$ cat config.mk
export PLATFORM = sky130hd
export DESIGN_NAME = kmi_blend
export DESIGN_NICKNAME = d
export VERILOG_FILES = /design/src/rtl/kmi_pkg.sv /design/src/rtl/kmi_blend.sv
export SDC_FILE = /design/constraint.sdc
export NUM_CORES = 1
export LEC_CHECK = 0
export ABC_AREA = 1
export BUFFER_PORTS_ARGS = -buffer_cell sky130_fd_sc_hd__buf_2
export CELL_PAD_IN_SITES_DETAIL_PLACEMENT = 1
export CELL_PAD_IN_SITES_GLOBAL_PLACEMENT = 1
export CORE_UTILIZATION = 45
export CTS_BUF_LIST = sky130_fd_sc_hd__clkbuf_16
export DETAILED_ROUTE_END_ITERATION = 16
export HOLD_SLACK_MARGIN = 0.08
export PLACE_DENSITY = 0.84
export SLEW_MARGIN = 20
export SYNTH_ARGS = -nofsm -noshare
export SYNTH_HDL_FRONTEND = slang
export SYNTH_SLANG_ARGS = --single-unit
$ cat constraint.sdc
create_clock -name clk_i -period 10.6 [get_ports clk_i]
set_input_delay 2.12 -clock clk_i [delete_from_list [all_inputs] [get_ports clk_i]]
set_output_delay 2.12 -clock clk_i [all_outputs]
set_load 0.01 [all_outputs]
$ cat src/rtl/kmi_pkg.sv
`timescale 1ns / 1ps
// Shared types and constants for the keyframe matrix interpolator.
// No dependencies.
package kmi_pkg;

  localparam int unsigned PAIRS   = 8;
  localparam int unsigned PAIR_W  = 3;
  localparam int unsigned WORD_W  = 32;
  localparam int unsigned PROG_W  = 16;
  localparam int unsigned DVD_W   = WORD_W + PROG_W;
  localparam logic [31:0] Q_ONE   = 32'h0001_0000;

  typedef logic [WORD_W-1:0]   word_t;
  typedef logic [2*WORD_W-1:0] pair_t;
  typedef logic [PROG_W-1:0]   prog_t;
  typedef logic [PAIR_W-1:0]   pidx_t;

  typedef struct packed {
    logic                start;
    logic [DVD_W-1:0]    dividend;
    word_t               divisor;
  } div_req_t;

  typedef struct packed {
    logic  busy;
    logic  done;
    prog_t quotient;
    word_t remainder;
  } div_rsp_t;

endpackage

$ cat src/rtl/kmi_blend.sv
`timescale 1ns / 1ps
// Shared blend unit: a + floor((b - a) * p / 65536), one element per cycle.
// Depends on kmi_pkg.
module kmi_blend (
  input  logic          clk_i,
  input  kmi_pkg::word_t a_i,
  input  kmi_pkg::word_t b_i,
  input  kmi_pkg::prog_t p_i,
  output kmi_pkg::word_t res_o
);
  import kmi_pkg::*;

  logic signed [WORD_W:0]          diff;
  logic signed [PROG_W:0]          ps;
  logic signed [WORD_W+PROG_W+1:0] prod;
  logic signed [WORD_W+PROG_W+1:0] prod_q;
  word_t                           a_q;

  assign diff = $signed({b_i[WORD_W-1], b_i}) - $signed({a_i[WORD_W-1], a_i});
  assign ps   = $signed({1'b0, p_i});
  assign prod = diff * ps;

  always_ff @(posedge clk_i) begin
    prod_q <= prod;
    a_q    <= a_i;
  end

  assign res_o = a_q + word_t'(prod_q[WORD_W+PROG_W-1:PROG_W]);

endmodule

== Word level (Yosys, flattened, before mapping) ==
Index checks and enable logic that the tools add are counted.
W data, S select, Z words.
Word-level totals
  input port bits: 81
  output and inout bits: 32
  flip-flop bits (word level): 80
Cells by class
  add/sub/neg operators: 2
  multipliers: 1
Operators by type and width (number)
  $mul A33 B17 Y48: 1
  $sub A32 B32 Y33: 1
  $add A32 B32 Y32: 1

== Depth between registers and ports, before layout ==
  depth in word-level cells: 2
  gate-level depth with buffers: 41

== Worst setup path after synthesis ==
OpenSTA, ideal clock, no wires.
  path kind: input-to-reg
  from: input b_i[0]
  to: register prod_q[42]
  setup time: 72 ps
  path buffers: 1
  stages: 34
  arrival: 8516 ps
  slack: 2012 ps
  path through: inv_1 ha_1 fa_1 inv_1 nand2_1 nand2_1 nand3_1 nand2_1 nand2_1 nand2_1 nand2_1 nand2_1 nand2_1 nand2_2 buf_6 nor2_1 fa_1 inv_1 fa_1 inv_1 fa_1 fa_1 fa_1 inv_1 fa_1 inv_1 ha_1 nand2_1 nor2_1 inv_1 nor4_1 nand4_1 nand3_1 xor2_1
Between the ends
  longest elaborated chain between the ends: 2
Ends and longest elaborated chain
  start: declaration: line kmi_blend.sv:7  | input kmi_pkg::word_t b_i,
  $sub A32 B32 Y33: line kmi_blend.sv:19  | assign diff = $signed({b_i[WORD_W-1], b_i}) - $signed({a_i[WORD_W-1], a_i});
  $mul A33 B17 Y48: line kmi_blend.sv:21  | assign prod = diff * ps;
  named net prod[42]: line kmi_blend.sv:15  | logic signed [WORD_W+PROG_W+1:0] prod;
  end signal: assignment: line kmi_blend.sv:24  | prod_q <= prod;
  end: declaration: line kmi_blend.sv:16  | logic signed [WORD_W+PROG_W+1:0] prod_q;
The timed path passes the listed nets, and every way through them passes these cells.

== Final worst setup path ==
  from: input a_i[4]
  to: register prod_q[40]
Between the ends
  longest elaborated chain between the ends: 2
Ends and longest elaborated chain
  start: declaration: line kmi_blend.sv:6  | input kmi_pkg::word_t a_i,
  $sub A32 B32 Y33: line kmi_blend.sv:19
  $mul A33 B17 Y48: line kmi_blend.sv:21
  named net prod[40]: line kmi_blend.sv:15
The timed path passes the listed nets, and every way through them passes these cells.

==> out/qor.txt <==
=====================================================================================
Status                                                                      completed
Area of the mapped netlist                                                  23800 µm²
Async set or reset register ratio after synthesis                                  0%
Largest net degree at the start of global routing                                  31
Most frequent standard cell in the layout excluding fill and tap cells   sky130_fd_sc_hd__inv_1
Placed standard-cell area                                                   25200 µm²
Hold violation count in the final report                                            0
Router iterations before antenna repair                                             5
Final instance area                                                         25500 µm²
Layout cell share with drive strength beyond 1                                  7.45%
Via-per-instance ratio                                                           5.58
Top library cells by usage in the layout, fill and taps aside            797 x sky130_fd_sc_hd__inv_1, 491 x sky130_fd_sc_hd__fa_1, 487 x sky130_fd_sc_hd__nand2_1
TritonCTS sink count                                                               64
Slowest cell delay on critical path                                           0.63 ns
Worst-case setup slack after placement                                       0.292 ns
Total wire length after detailed routing                                     93600 µm
Post-DR wirelength/cell                                                       24.0 µm
Dominant combinational cell family by area after synthesis                adder cells
Routability congestion estimate                                                  1.03
Global-route wire length before repair                                      143000 µm
TritonCTS clock tree                                                             done
Min cycle time layout                                                        10.10 ns
Number of slew-limit violations in the final report                                 0
RSZ-0062 raised after global routing                                               no
Buffer count from post-CTS setup fixing                                             0
Antenna diodes                                                                      0
Post-Synth Simple-Gate Area                                                     21.5%
Number of endpoints failing setup at the final stage                                0
FMAX                                                                         99.0 MHz
Kind of start point of the critical path                                   input port
Count of max-cap constraint violations                                              0
Initial drt markers                                                              1483
Total of fill cells in the finished design                                       6576
Number of remaining DRC errors                                                      0
Vertical die dimension                                                         232 µm
Final net count                                                                  3964
Distinct cells, synth                                                              46
Class of the most critical setup path                                       in -> reg
Fraction of the mapped netlist area in compound gates                           5.88%
Setup Total Neg Slack                                                            0 ns
Synth top area share                                                            41.3%
Quantity of I/O buffers inserted on ports                                         112
Number of instances on the worst hold path                                          1
Final design utilization                                                        49.2%
Most instantiated flip-flop cell in the synthesis netlist                sky130_fd_sc_hd__dfxtp_1
Ys Warns                                                                            0
Ports                                                                             113
Worst path required time                                                     10.85 ns
Proportion of synthesized area in mux cells                                        0%
Number of global-route vias before repair                                       24600
HPWL after detailed placement                                                81600 µm
Setup slack after layout                                                     0.501 ns
Initial antenna violation count                                                     1
Period utilisation layout                                                       95.3%
Signed area change from the synthesized netlist to the final layout             7.04%
Worst max-slew margin expressed relative to the limit                           28.1%
Vias                                                                            21800
CTS Buffer Depth                                                                    2
Area share of xor/xnor cells in the synthesized design                          2.70%
Number of nets with antenna violations after detailed routing                       0
Post-Synthesis Net Count                                                         3878
EDFF count, synth                                                                   0
Slowest-stage cell, CP                                                   sky130_fd_sc_hd__nand3_1
GR Overflow Total                                                                   0
Share of the yosys chip area belonging to registers                             5.38%
Largest cells by area after synthesis                                    sky130_fd_sc_hd__fa_1 41%, sky130_fd_sc_hd__inv_1 13%, sky130_fd_sc_hd__ha_1 9.2%, sky130_fd_sc_hd__nand2_1 7.7%, sky130_fd_sc_hd__nor2_1 6.3%
Crit path max fanout                                                               13
Initial Utilization                                                             45.9%
Flip-flop and latch count after synthesis                                          64
TritonCTS buffer count                                                              9
Die Width                                                                      232 µm
Cell type with the highest aggregate area in the netlist                 sky130_fd_sc_hd__fa_1
Post-synthesis cell count                                                        3131
Adder and majority gate portion of the synthesized area                         50.5%
Cell at the root of the clock tree                                       sky130_fd_sc_hd__clkbuf_16
Core box area                                                               51800 µm²
Global-route usage over all layers                                              35.6%
Die area                                                                    53800 µm²
CTS clock-pin slew for the worst setup and hold paths                         0.06 ns
CTS H-Tree Depth                                                                    3
Row count                                                                          83
Setup crit end kind                                                              flop
Synth Area per Inst                                                          7.60 µm²
Type of the tightest min-delay check                                        in -> reg
Post-CTS Hold Buffers                                                               0
Measured slew at the worst slew-check pin                                     1.07 ns
Signal arrival time at the worst endpoint                                    10.35 ns
Post-CTS resize count                                                               0
CP most frequent cell                                                    sky130_fd_sc_hd__fa_1
=====================================================================================
[cell usage after synthesis, types with 4 or more instances]
cell / number
sky130_fd_sc_hd__inv_1: 797
sky130_fd_sc_hd__fa_1: 491
sky130_fd_sc_hd__nand2_1: 487
sky130_fd_sc_hd__nor2_1: 400
sky130_fd_sc_hd__nand3_1: 201
sky130_fd_sc_hd__ha_1: 175
sky130_fd_sc_hd__a21oi_1: 106
sky130_fd_sc_hd__dfxtp_1: 64
sky130_fd_sc_hd__o21ai_0: 61
sky130_fd_sc_hd__clkbuf_1: 49
sky130_fd_sc_hd__xor2_1: 48
sky130_fd_sc_hd__or2_2: 28
sky130_fd_sc_hd__xnor2_1: 18
sky130_fd_sc_hd__o21bai_1: 17
sky130_fd_sc_hd__nand4_1: 16
sky130_fd_sc_hd__buf_2: 15
sky130_fd_sc_hd__nand2_2: 15
sky130_fd_sc_hd__a31oi_1: 14
sky130_fd_sc_hd__nor3_1: 14
sky130_fd_sc_hd__a21o_1: 13
sky130_fd_sc_hd__nor2_2: 11
sky130_fd_sc_hd__or2_1: 11
sky130_fd_sc_hd__nor4_1: 8
sky130_fd_sc_hd__o21a_1: 8
sky130_fd_sc_hd__clkinv_1: 7
sky130_fd_sc_hd__inv_2: 6
sky130_fd_sc_hd__nand3b_1: 5
sky130_fd_sc_hd__o21ai_1: 5
sky130_fd_sc_hd__o211ai_1: 4
sky130_fd_sc_hd__xnor2_2: 4
[path summary, 6_finish.rpt]
path	end	slack, ns	from
hold / removal	a_q[15]	1.87	a_i[15]
setup / recovery	prod_q[40]	0.50	a_i[4]
[sequential cells by signal, indices dropped and copies added (netlist names)]
name	count
a_q	32
prod_q	32
[per-layer routing]
metal | wire length [µm] | track usage [%] | vias to the layer above
met1 | 36700 | 43.3 | 11100
met2 | 45700 | 61.4 | 863
met4 | 5250 | 18.1 | 2
met3 | 5990 | 5.13 | 304
met5 | 9 | 0 | -
li1 | - | - | 9476
[cell families (layout without fill, tap and decap cells)]
| kind of cell | count (synthesis) | after routing |
|---|---|---|
| AOI/OAI and AO/OA | 244 | 244 |
| xor gates and xnor gates | 70 | 70 |
| adders and majority gates | 666 | 666 |
| buffers and inverters | 881 | 972 |
| DFF | 64 | 64 |
| and+or+nand+nor | 1206 | 1206 |
[worst max-delay path, delay by kind of cell]
family,cells,cell delay [ns]
simple gates,11,3.09
fa+ha+maj,8,3.78
buf+inv,6,0.36
xor+xnor,1,0.31
compound gates,3,0.65
[cell type report]
type                            count  area (µm²)  share of cell area, %
Inverter                          810        3040                   11.9
Sequential cell                    64        1280                   5.03
Multi-Input combinational cell   2186       19200                   75.2
Clock buffer                        9         225                  0.884
Timing Repair Buffer              146         816                   3.20
Tap cell                          680         851                   3.34
Clock inverter                      7        95.1                  0.373
[through the flow]
stage / hold WS [ns] / cells
6_report: 1.87 / 3902
5_1_grt: 1.87 / 3902
4_1_cts: 1.86 / 3902
3_5_place_dp: 2.24 / 3886
3_3_place_gp: 2.24 / 3886
2_1_floorplan: 2.15 / 3131
Power is not shown: default switching activity piles up to over one toggle a cycle in this logic, so the estimate is an artifact.
