[src/rtl/kmi_pkg.sv]
`timescale 1ns / 1ps
// Shared types and constants for the keyframe matrix interpolator.
// No dependencies.
package kmi_pkg;

  localparam int unsigned PAIRS   = 8;
  localparam int unsigned PAIR_W  = 3;
  localparam int unsigned WORD_W  = 32;
  localparam int unsigned PROG_W  = 16;
  localparam int unsigned DVD_W   = WORD_W + PROG_W;
  localparam logic [31:0] Q_ONE   = 32'h0001_0000;

  typedef logic [WORD_W-1:0]   word_t;
  typedef logic [2*WORD_W-1:0] pair_t;
  typedef logic [PROG_W-1:0]   prog_t;
  typedef logic [PAIR_W-1:0]   pidx_t;

  typedef struct packed {
    logic                start;
    logic [DVD_W-1:0]    dividend;
    word_t               divisor;
  } div_req_t;

  typedef struct packed {
    logic  busy;
    logic  done;
    prog_t quotient;
    word_t remainder;
  } div_rsp_t;

endpackage

[src/rtl/kmi_div.sv]
`timescale 1ns / 1ps
// Restoring serial divider, one quotient bit per cycle.
// Depends on kmi_pkg.
module kmi_div (
  input  logic             clk_i,
  input  logic             rst_ni,
  input  kmi_pkg::div_req_t req_i,
  output kmi_pkg::div_rsp_t rsp_o
);
  import kmi_pkg::*;

  localparam int unsigned CNT_W = $clog2(DVD_W);

  logic [DVD_W-1:0] dvd_q;
  word_t            dvs_q;
  word_t            rem_q;
  logic [CNT_W-1:0] cnt_q;
  logic             busy_q;
  logic             done_q;
  logic [WORD_W:0]  rem_sh;
  logic [WORD_W:0]  rem_sub;
  logic             ge;

  assign rem_sh  = {rem_q, dvd_q[DVD_W-1]};
  assign rem_sub = rem_sh - {1'b0, dvs_q};
  assign ge      = !rem_sub[WORD_W];

  always_ff @(posedge clk_i or negedge rst_ni) begin
    if (!rst_ni) begin
      busy_q <= 1'b0;
      done_q <= 1'b0;
      cnt_q  <= '0;
    end else begin
      done_q <= 1'b0;
      if (req_i.start) begin
        busy_q <= 1'b1;
        cnt_q  <= '0;
      end else if (busy_q) begin
        cnt_q <= cnt_q + 1'b1;
        if (cnt_q == CNT_W'(DVD_W - 1)) begin
          busy_q <= 1'b0;
          done_q <= 1'b1;
        end
      end
    end
  end

  always_ff @(posedge clk_i) begin
    if (req_i.start) begin
      dvd_q <= req_i.dividend;
      dvs_q <= req_i.divisor;
      rem_q <= '0;
    end else if (busy_q) begin
      rem_q <= ge ? rem_sub[WORD_W-1:0] : rem_sh[WORD_W-1:0];
      dvd_q <= {dvd_q[DVD_W-2:0], ge};
    end
  end

  assign rsp_o.busy      = busy_q;
  assign rsp_o.done      = done_q;
  assign rsp_o.quotient  = dvd_q[PROG_W-1:0];
  assign rsp_o.remainder = rem_q;

endmodule

[config.mk]
export PLATFORM = sky130hd
export DESIGN_NAME = kmi_div
export DESIGN_NICKNAME = d
export VERILOG_FILES = /design/src/rtl/kmi_pkg.sv /design/src/rtl/kmi_div.sv
export SDC_FILE = /design/constraint.sdc
export NUM_CORES = 1
export LEC_CHECK = 0
export BUFFER_PORTS_ARGS = -buffer_cell sky130_fd_sc_hd__buf_2
export CAP_MARGIN = 20
export CORE_MARGIN = 2
export CORE_UTILIZATION = 40
export DETAILED_ROUTE_END_ITERATION = 16
export PLACE_DENSITY_LB_ADDON = 0.08
export SLEW_MARGIN = 10
export SYNTH_ARGS = -nofsm -noshare
export SYNTH_HDL_FRONTEND = slang
export SYNTH_SLANG_ARGS = --single-unit
[constraint.sdc]
create_clock -name clk_i -period 3.6 [get_ports clk_i]
set_input_delay 0.18 -clock clk_i [delete_from_list [all_inputs] [get_ports clk_i]]
set_output_delay 0.18 -clock clk_i [all_outputs]
set_load 0.005 [all_outputs]
# == Yosys cells after proc, flatten, opt, wreduce, memory -nomap -nowiden ==
# Cells that the tools add are included.
# op_classes
add_sub_neg,2
eq_ne,1
mux,11
n_reduce_logical,2
# ops
operator,count
two-way mux 48 bit,2
subtractor 33 x 32 -> 33 bit,1
two-way mux 32 bit,1
two-way mux 6 bit,2
adder 6 x 1 -> 6 bit (second input constant),1
== test 6 bit (second input constant),1
two-way mux 1 bit,6
nonzero test 2 bit,1
logical NOT 1 bit,1
# totals
register_bits,120
output_inout_bits,50

# == Logic depth before layout (Yosys ltp) ==
# Gate-level depths: netlist of run 1.
# logic_depth
ltp_word,4
depth_mapped,13
depth_no_buf,12

# == Least setup slack after synthesis of run 1 ==
# Ideal clock, no wire load.
# synth_timing
kind,register to register
from,reg dvd_q[47]
to,reg rem_q[30]
setup_ns,0.171
arrival_ns,2.759
required_time_ns,3.429
path_slack_ns,0.669
path_stages_with_launch,13
cell_sequence,edfxtp_1 inv_1 ha_1 fa_1 nand2b_1 a211oi_1 o211ai_1 a21oi_2 o32ai_4 xnor2_2 buf_2 mux2i_1 o22ai_1
# synth_between
elab_chain_cells,2
# synth_rtl
item,line,text
"start, declared",kmi_div.sv:14,logic [DVD_W-1:0] dvd_q;
"start signal, assigned",kmi_div.sv:50,dvd_q <= req_i.dividend;
"start signal, assigned",kmi_div.sv:55,"dvd_q <= {dvd_q[DVD_W-2:0], ge};"
subtractor 33 x 32 -> 33 bit,kmi_div.sv:25,"assign rem_sub = rem_sh - {1'b0, dvs_q};"
two-way mux 32 bit,kmi_div.sv:54,rem_q <= ge ? rem_sub[WORD_W-1:0] : rem_sh[WORD_W-1:0];
"end signal, assigned",kmi_div.sv:54,
"end, declared",kmi_div.sv:16,word_t rem_q;
# Every way passes these cells.
# A chain may end at the register's enable or synchronous reset.

# == Worst setup path after layout of run 1 ==
# layout_timing
from,reg dvd_q[47]
to,reg rem_q[4]
# The elaborated chain is that of the path after synthesis.

==> results of run 1 <==
cell usage in the layout, fill, tap and decap left out, types with 4 or more instances in the layout:
master and instances:
dfrtp_1 7, o211ai_1 5, a31oi_1 7, buf_4 9
o21ai_1 11, clkbuf_16 17, nand2b_1 8, clkinv_4 6
nand4_1 9, and3_1 4, nor3_1 11, ha_1 33
edfxtp_1 80, nor2_1 49, nand2_1 64, a311oi_1 18
o21a_1 8, a21o_1 5, dfxtp_1 32, xor2_1 10
mux2_2 47, xnor2_1 18, dlygate4sd3_1 33, nand3_1 9
inv_1 40, o31ai_1 4, nor2b_1 4, a211oi_1 6
buf_2 131, o21ai_0 19, a21oi_1 37
worst max-delay path: cells and delay by family (launching register included):
| family | cells | cell delay [ns] |
|---|---|---|
| compound gates | 5 | 1.32 |
| xor+xnor | 1 | 0.16 |
| fa+ha+maj | 2 | 0.60 |
| buf+inv | 2 | 0.26 |
| flops | 1 | 0.35 |
| simple gates | 2 | 0.38 |
kinds of logic after synthesis:
group | after synthesis
XOR/XNOR | 30
flip-flops | 120
AO/OA/AOI/OAI | 148
multiplexers | 50
buffers and inverters | 89
adder cells (fa/ha/maj) | 34
AND/OR/NAND/NOR | 175
power by group:
| group | total (mW) | switching [mW] | internal (mW) |
|---|---|---|---|
| combinational | 2.22 | 1.23 | 0.995 |
| clock | 1.58 | 0.630 | 0.953 |
| sequential | 1.95 | 0.212 | 1.73 |
| total | 5.75 | 2.07 | 3.68 |
synthesized netlist by cell type (4+ instances only):
cell	instances
nor2_1	49
o211ai_1	5
o21a_1	8
nand2_1	64
xor2_1	10
edfxtp_1	80
inv_1	41
clkbuf_1	16
buf_4	18
a31oi_1	7
o21ai_0	19
xnor2_1	18
a311oi_1	18
buf_1	4
buf_2	7
nor3_1	11
dfrtp_1	8
nor2b_1	4
a21oi_1	37
nand4_1	9
dfxtp_1	32
a211oi_1	7
nand3_1	9
nand2b_1	8
a21o_1	5
mux2_2	47
ha_1	33
o31ai_1	4
and3_1	4
o21ai_1	11
registers in the layout, summed over array words and instances, names as in the netlist:
name / cells
rem_q: 32
dvs_q: 32
cnt_q: 6
busy_q: 1
done_q: 1
dvd_q: 48
routing by layer:
layer	vias up	share of wire, %	wire, um
met1	2426	46	6963
met3	12	4.8	725
met4	0	1.2	185
met2	109	48	7265
li1	2648	-	-
met5	-	0	0
cell type report:
class	instances	area share [%]
repair buffers	173	12.56
flip-flops and latches	120	38.67
inverters	42	1.879
well taps	220	3.281
multi-input cells	437	36.98
clock buffers	19	5.160
clock inverters	13	1.476
repair_timing:
| action | 4_1_cts | 5_1_grt |
|---|---|---|
| endpoints found under the hold margin | 40 | 0 |
| endpoints found under the setup margin | 0 | 11 |
| hold buffers | 33 | 0 |
| resized for setup | 0 | 1 |
worst max path at each step:
stage	end	start
6_report	rem_q[4]$_SDFFE_PP0P_	dvd_q[47]$_DFFE_PP_
3_5_place_dp	rem_q[4]$_SDFFE_PP0P_	dvd_q[47]$_DFFE_PP_
5_1_grt	rem_q[2]$_SDFFE_PP0P_	dvd_q[47]$_DFFE_PP_
4_1_cts	rem_q[4]$_SDFFE_PP0P_	dvd_q[47]$_DFFE_PP_
2_1_floorplan	rem_q[30]$_SDFFE_PP0P_	dvd_q[47]$_DFFE_PP_
3_3_place_gp	rem_q[4]$_SDFFE_PP0P_	dvd_q[47]$_DFFE_PP_
per-stage QoR:
| stage | instance area, sq um | setup slack, ns | power, mW |
|---|---|---|---|
| 2_1_floorplan | 6766 | 0.6692 | 3.559 |
| 3_3_place_gp | 7498 | 0.4513 | 4.152 |
| 3_5_place_dp | 7498 | 0.3069 | 4.169 |
| 4_1_cts | 8386 | 0.2646 | 5.815 |
| 5_1_grt | 8391 | 0.1445 | 6.183 |
| 6_report | 8391 | 0.4375 | 5.751 |
==> run metrics, run 1 <==
met3 GRT Util under 10%; routed len/inst roughly 15 um; prevailing post-synth register cell edfxtp_1; XOR/XNOR share of the synthesized area under 10%; largest area contributor in the netlist edfxtp_1; hold path endpoint dvd_q[0]$_DFFE_PP_; Post-DP HPWL 10800 um; CP peak stage delay between 0.3 and 0.4 ns; HP Start req_i[32]; post-DR vias/cell around 5.1; sequential cell area fraction in the yosys report 47.93%; grt peak-use layer met2; PD cells just under 700 nW/um^2; H-Tree Depth 4; die area ~18000 sq um; first-pass GRT wire length 25410 um; Core Util, Final 50.60%; max-slew violation count 0; CTS sink cnt between 100 and 150; Detailed Routing Iterations Pass 1 4; worst hold slack ~0.058 ns; Multi-input gate area ~3100 sq um; IO Port Bufs about 130; fraction of layout cells with a size suffix above 1 between 20 and 30%; area grow syn2layout 24.00%; number of library cell types mapped by synthesis between 60 and 70; post-synthesis mux area share 8.266%; register bit total from synthesis 120; peak supply drop about 0.48 mV; cells after synthesis approximately 650; Critical R2R Launch dvd_q[47]$_DFFE_PP_; Arr. time, crit path 3.49 ns; Final #Nets 908; Setup CP Type register to register; register area 3244 sq um; top-level port count approximately 130; number of DRC markers in iteration 0 roughly 300; met2 GRT Util slightly below 30%; largest net degree at the start of global routing 73; DIE WIDTH approximately 130 um; startpoint types register; Overflow after GRT 0; # rows 47; EDFF count, synth 80; number of fill cells about 1600; Leak Pwr roughly 3.6 nW; CTS clk-pin slew, worst paths ~0.060 ns; status finished clean; CP Data Required Time between 3 and 4 ns; Critical Path Slowest Stage Cell fa_1; hold path depth 3; RSZ-0062 raised after global routing false; crit path capture type register; worst reg2reg path depth 12; via count 5195; dpl cells 959; Initial Utilization 40.80%; Final GP Congestion ~0.88; met1 Use GR around 22%; clk buf depth 2; adder-cell share of the synthesized area under 10%; root buf cell clkbuf_16; post-synth net total about 760; Final Cycle Share about 88%; Hold Crit Class primary input to register; Post-Route WL roughly 15000 um; clock buffer count from CTS 17; drt drc 0; Post-Syn Area roughly 6800 sq um; Slew HR roughly a third; latest clock arrival within the worst-skew pair 0.42 ns; cells along the critical path inv_1 -> ha_1 -> fa_1 -> nand2b_1 -> a211oi_2 -> o211ai_1 -> a21oi_2 -> o32ai_4 -> xnor2_2 -> buf_4 -> o311a_1 -> nor3_2; Final Hold Fails 0; r2r setup slk 0.44 ns; post-synth top area share 35.50%; initial antenna violation count 0; vias in the first global route roughly 5400; CTS tree done; measured slew at the worst slew-check pin between 1 and 1.5 ns; clock skew roughly 0.018 ns; final std cells w/o fill around 1000; Peak Freq between 0.3 and 0.4 GHz; # Max-Cap Violations 0; Compound-Gate Fraction of Synth Area about 15%; Syn. warnings 0; Async SR Flop Fraction 6.667%; top cells by area, synth edfxtp_1, dfxtp_1, mux2_2, ha_1, nand2_1; largest family of logic cells by synthesized area compound AO/OA/AOI/OAI gates; crit path max fanout 18; antenna-violating nets left 0; Die Ht 134.1 um; Post-CTS Setup Repair Bufs 0; antenna cell count 0; RR Endpoint rem_q[4]$_SDFFE_PP0P_; min cycle time layout around 3.2 ns; count of final setup violators 0; simple-gate share of the synthesized area 11.85%; TNS Setup 0 ns; core footprint about 17000 sq um; Total GRT Usage roughly 18%; Avg Inst Size Synth ~10 sq um
(Power assumes the default switching activity.)
==> inputs of run 2 (changes only) <==
ABC_AREA = 1   (was unset)
SLEW_MARGIN = 20   (was 10)
==> run 2 against run 1 <==
Against the previous run:
- routed wire length grew 23%
- final area grew 12%
- flip-flop and latch count is the same
- first-iteration DRC count grew 16%
- highest routed layer unchanged
==> run metrics, run 2 <==
status finished clean; cells along the critical path ha_1 -> fa_1 -> inv_1 -> nand2_1 -> nand2_1 -> nand3_1 -> nand2_2 -> nand2_1 -> nand2_2 -> nand2_2 -> nand2_2 -> nand2_2 -> nand2_4 -> o21ai_0; fraction of layout cells with a size suffix above 1 15.07%; Hold Crit Class primary input to register; Final Hold Fails 0; Peak Freq ~0.4 GHz; max reg flops 48; cells after synthesis between 1000 and 1500; Avg Inst Size Synth between 6 and 7 sq um; die area 20580 sq um; Final GP Congestion 0.8996; number of fill cells just over 2000; PD cells about 390 nW/um^2; root buf cell clkbuf_16; post-synth net total ~1200; core footprint around 19000 sq um; EDFF count, synth 80; count of final setup violators 0; # Max-Cap Violations 0; post-synth top area share 30.89%; Overflow after GRT 0; DIE WIDTH roughly 140 um; min cycle time layout ~2.5 ns; latest clock arrival within the worst-skew pair 0.43 ns; Post-Syn Area just under 8000 sq um; Setup CP Type register to register; CTS sink cnt 120; IO Port Bufs roughly 130; met3 routed WL about 800 um; Metal-1 WL 8960 um; Total GRT Usage about a fifth; Critical Path Slowest Stage Cell fa_1; top flop regs dvd_q: 48 flops, dvs_q: 32 flops, rem_q: 32 flops; area grow syn2layout 21.17%; clock skew about 0.012 ns; CP Data Required Time 3.77 ns; post-DR vias/cell about 4.3; commonest cells in the netlist nand2_1, inv_1, edfxtp_1; register bit total from synthesis 120; initial antenna violation count 0; met2 wire len a little under 9000 um; peak supply drop ~0.27 mV; vias in the first global route about 6300; drt drc 0; Initial Utilization 40.36%; most common cell in the netlist nand2_1; CP peak stage delay about 0.4 ns; CTS clk-pin slew, worst paths roughly 0.06 ns; Final #Nets 1391; Overall Power around 3.7 mW; sequential cell area fraction in the yosys report 41.70%; crit path max fanout 33; Most flops, register dvd_q; largest area contributor in the netlist edfxtp_1; setup slack after layout between 1 and 1.5 ns; Setup WS pre-CTS between 1 and 1.5 ns; max-slew violation count 0; routed len/inst about 12 um; most frequent cells in the layout nand2_1, inv_1, buf_2; Multi-input gate area 3448 sq um; measured slew at the worst slew-check pin 1.015 ns; via count 6688; first-pass GRT wire length between 30000 and 40000 um; Leak Pwr around 5.2 nW; Post-DP HPWL ~14000 um; Post-CTS Setup Repair Bufs 0; register area 3243 sq um; clk buf depth 2; number of library cell types mapped by synthesis 34; TNS Setup 0 ns; Slew HR between 30% and 40%; # rows 51; antenna-violating nets left 0; largest net degree at the start of global routing approximately 70; startpoint types register; number of DRC markers in iteration 0 about 350; CTS tree done; most frequent CP cell nand2_2; Arr. time, crit path 2.65 ns; most common cell after layout, fill and taps aside nand2_1; Syn. warnings 0; Async SR Flop Fraction under 10%; Detailed Routing Iterations Pass 1 4; top cells by area, synth edfxtp_1, nand2_1, inv_1, dfxtp_1, ha_1; prevailing post-synth register cell edfxtp_1; clock buffer count from CTS 17; DR top layer met4; Final Cycle Share a little under 70%; H-Tree Depth 4; RSZ-0062 raised after global routing false; Die Ht between 100 and 150 um; crit path capture type register; antenna cell count 0; Post-Route WL 18670 um; top-level port count ~130
run 2: worst paths after layout:
kind / from / slack [ns] / cells after the start / to
worst max-delay path: dvs_q[0]$_DFFE_PP_ / 1.11 / 14 / dvd_q[0]$_DFFE_PP_
worst min-delay path: req_i[60] / 0.02 / 3 / dvd_q[28]$_DFFE_PP_
worst max register to register: dvs_q[0]$_DFFE_PP_ / 1.11 / 14 / dvd_q[0]$_DFFE_PP_
worst min register to register: rem_q[10]$_SDFFE_PP0P_ / 0.48 / 2 / rem_q[10]$_SDFFE_PP0P_
max in group asynchronous: rst_ni / 3.29 / 2 / done_q$_DFF_PN0_
min in group asynchronous: rst_ni / 0.12 / 2 / cnt_q[1]$_DFFE_PN0P_
run 2: through the flow:
| step | utilization, % | instance area [sq um] | std cells | hold slack (ns) |
|---|---|---|---|---|
| CTS | 48.90 | 9424 | 1552 | 0.001461 |
| global route | 48.90 | 9424 | 1552 | 0.01575 |
| global placement | 44.25 | 8527 | 1487 | 0.03616 |
| finish | 48.90 | 9424 | 1552 | 0.01720 |
| floorplan | - | 7777 | 1127 | -0.1156 |
| detailed placement | 44.25 | 8527 | 1487 | 0.04175 |
run 2: logic make-up (layout without fill, tap and decap cells):
family / after synthesis / in the layout / share of synthesized area, %
flops: 120 / 120 / 41.70
compound gates: 32 / 32 / 2.172
buf+inv: 258 / 418 / 14.09
xor+xnor: 15 / 15 / 1.689
simple gates: 668 / 668 / 34.78
fa+ha+maj: 34 / 34 / 5.566
run 2: area by class of cell:
type	count	share of cell area, %
inverters	218	8.683
clock inverters	13	1.314
multi-input cells	749	36.59
repair buffers	168	10.78
well taps	265	3.518
flip-flops and latches	120	34.41
clock buffers	19	4.700
run 2: report_power, final:
part / total (mW) / internal, mW / switching (mW)
clock: 1.65 / 0.974 / 0.675
combinational: 0.428 / 0.180 / 0.248
sequential: 1.60 / 1.57 / 0.0351
run 2: metal layers:
layer	up-vias	track usage, %
met5	-	0
met4	0	6.347
met3	10	4.099
met1	2883	23.86
met2	112	31.73
li1	3683	-
run 2: worst max-delay path, delay by kind of cell, from the launching register on:
family / cells / cell delay (ns)
buf+inv: 1 / 0.09
simple gates: 10 / 1.04
fa+ha+maj: 2 / 0.61
compound gates: 1 / 0.12
flops: 1 / 0.36
run 2: timing repair:
| action | in CTS | in global routing |
|---|---|---|
| hold endpoints to repair | 40 | 0 |
| gates resized for setup | 0 | 0 |
| hold buffers | 33 | 0 |
==> inputs of run 3 (changes only) <==
ABC_AREA = 0   (was 1)
clock period = 2.5 ns   (was 3.6 ns; I/O delays follow)
==> run 3 against run 2 <==
Against the previous run:
- the run now ends with setup timing left
- clock skew down 0.0024 ns
- clock power grew 39%
- routed wire length is 8.7% lower
- worst setup slack worse by 1.4 ns
- critical path depth is 2 lower
- combinational power increased to 11 times the previous value
- via count is 13% lower
- critical path type unchanged
- critical endpoint is now rem_q[4]$_SDFFE_PP0P_
- largest cell class is now sequential cells
==> run metrics, run 3 (synthesis results as in run 1) <==
# rows 47; most frequent cells in the layout buf_2, buf_4, edfxtp_1; Overflow after GRT 0; PD cells 979.7 nW/um^2; H-Tree Depth 4; drt drc 0; setup slack after layout -0.2618 ns; via count between 5000 and 6000; post-DR vias/cell slightly below 5; internal cell power roughly 6.2 mW; Flop pwr share roughly 28%; number of DRC markers in iteration 0 about 300; max-slew violation count 0; Switching Share 34.86%; area grow syn2layout 44.66%; antenna cell count 0; count of final setup violators 33; TNS Setup -6.662 ns; Die Ht between 100 and 150 um; peak supply drop about 0.75 mV; DIE WIDTH ~130 um; IO Port Bufs between 100 and 150; Leak Pwr ~4.4 nW; crit path max fanout 8; Post-DP HPWL 12110 um; Psw roughly 3.3 mW; Peak Freq roughly 0.36 GHz; Logic pwr share 48.0%; max reg flops 48; Detailed Routing Iterations Pass 1 4; grt peak-use layer met2; worst hold slack between 0.015 and 0.02 ns; met1 Use GR between 20% and 30%; most common cell after layout, fill and taps aside buf_2; initial antenna violation count 0; largest net degree at the start of global routing 80; CP Buf/Inv Count 2; status finished, violations left; clk buf depth 2; crit path capture type register; Final Hold Fails 0; antenna-violating nets left 0; Setup CP Type register to register; fraction of layout cells with a size suffix above 1 between 30% and 40%; Initial Utilization 40.80%; min cycle time layout 2.762 ns; met2 GRT Util a little over a third; measured slew at the worst slew-check pin between 0.7 and 0.8 ns; root buf cell clkbuf_16; final std cells w/o fill around 1200; CTS clk-pin slew, worst paths 0.06 ns; Critical Path Slowest Stage Cell edfxtp_1; Post-Route WL between 15000 and 20000 um; die area around 18000 sq um; CTS tree done; Clk network pwr share between 20% and 30%; vias in the first global route a little over 6000; Arr. time, crit path roughly 3.1 ns; startpoint types register; RSZ-0062 raised after global routing true; top-level port count between 100 and 150; Hold Crit Class primary input to register; Total GRT Usage around a fifth; CP delay by family, top compound AO/OA/AOI/OAI gates; # Max-Cap Violations 0; routed len/inst 14.44 um; CP peak stage delay approximately 0.34 ns; Final #Nets roughly 1100; latest clock arrival within the worst-skew pair 0.42 ns; Final Cycle Share 110.5%; core footprint roughly 17000 sq um; cells along the critical path inv_1 -> ha_2 -> fa_2 -> nand2b_4 -> a211oi_4 -> o211ai_1 -> a21oi_2 -> o32ai_4 -> xnor2_2 -> buf_4 -> o311a_1 -> nor3_2; clock buffer count from CTS 17; Most flops, register dvd_q; Final GP Congestion between 0.8 and 0.9; CP Data Required Time around 2.9 ns; top flop regs dvd_q: 48 flops, dvs_q: 32 flops, rem_q: 32 flops; met3 GRT Util under 10%; clock skew between 0.009 and 0.01 ns; failing checks setup timing; CTS sink cnt 120; first-pass GRT wire length approximately 29000 um; Slew HR between 50 and 60%; dpl cells approximately 1100
==> run 3: power by group through the flow <==
stage | Combinational [mW] | Clock, mW | Sequential (mW)
3_3_place_gp | 4.30 | 0 | 2.72
4_1_cts | 4.57 | 2.36 | 2.69
2_1_floorplan | 2.42 | 0 | 2.78
3_5_place_dp | 4.33 | 0 | 2.73
6_report | 4.60 | 2.30 | 2.69
5_1_grt | 5.09 | 2.43 | 2.73
==> run 3: stage by stage <==
step / instance area [sq um] / total power [mW] / worst slack (ns) / util (%)
2_1_floorplan: 6814 / 5.198 / -0.1996 / -
3_3_place_gp: 8456 / 7.016 / -0.2250 / 50.99
3_5_place_dp: 8456 / 7.061 / -0.3248 / 50.99
4_1_cts: 9747 / 9.615 / -0.2773 / 58.77
5_1_grt: 9788 / 10.26 / -0.4517 / 59.02
6_report: 9788 / 9.590 / -0.2618 / 59.02
==> run 3: final timing paths <==
kind | startpoint | end | slack, ns | depth (start not counted)
setup reg to reg | dvd_q[47]$_DFFE_PP_ | rem_q[4]$_SDFFE_PP0P_ | -0.26 | 12
max in group asynchronous | rst_ni | busy_q$_DFF_PN0_ | 2.23 | 2
min in group asynchronous | rst_ni | cnt_q[4]$_DFFE_PN0P_ | 0.09 | 2
hold reg to reg | dvd_q[35]$_DFFE_PP_ | dvd_q[36]$_DFFE_PP_ | 0.55 | 1
hold / removal | req_i[75] | dvd_q[43]$_DFFE_PP_ | 0.02 | 2
setup / recovery | dvd_q[47]$_DFFE_PP_ | rem_q[4]$_SDFFE_PP0P_ | -0.26 | 12
==> run 3: what timing repair did <==
action                     in CTS  in global routing
hold buffers                   67                  0
hold endpoints to repair       74                  0
setup endpoints to repair      33                 33
pin swaps                       4                  2
buffers inserted                2                  2
resized for setup              13                  9
gates cloned                    1                  1
==> run 3: routing by layer <==
metal | vias to the layer above | share of wire (%)
met5 | - | 0
met4 | 0 | 0.79
met3 | 8 | 4.2
met2 | 111 | 51
met1 | 2770 | 44
li1 | 2957 | -
==> run 3: final cells by class <==
cell class	instances	area [sq um]
Tap cell	220	275.3
Inverter	42	157.7
Timing Repair Buffer	330	2370
Multi-Input combinational cell	437	3188
Fill cell	1490	6795
Clock buffer	17	425.4
Clock inverter	14	127.6
Sequential cell	120	3244
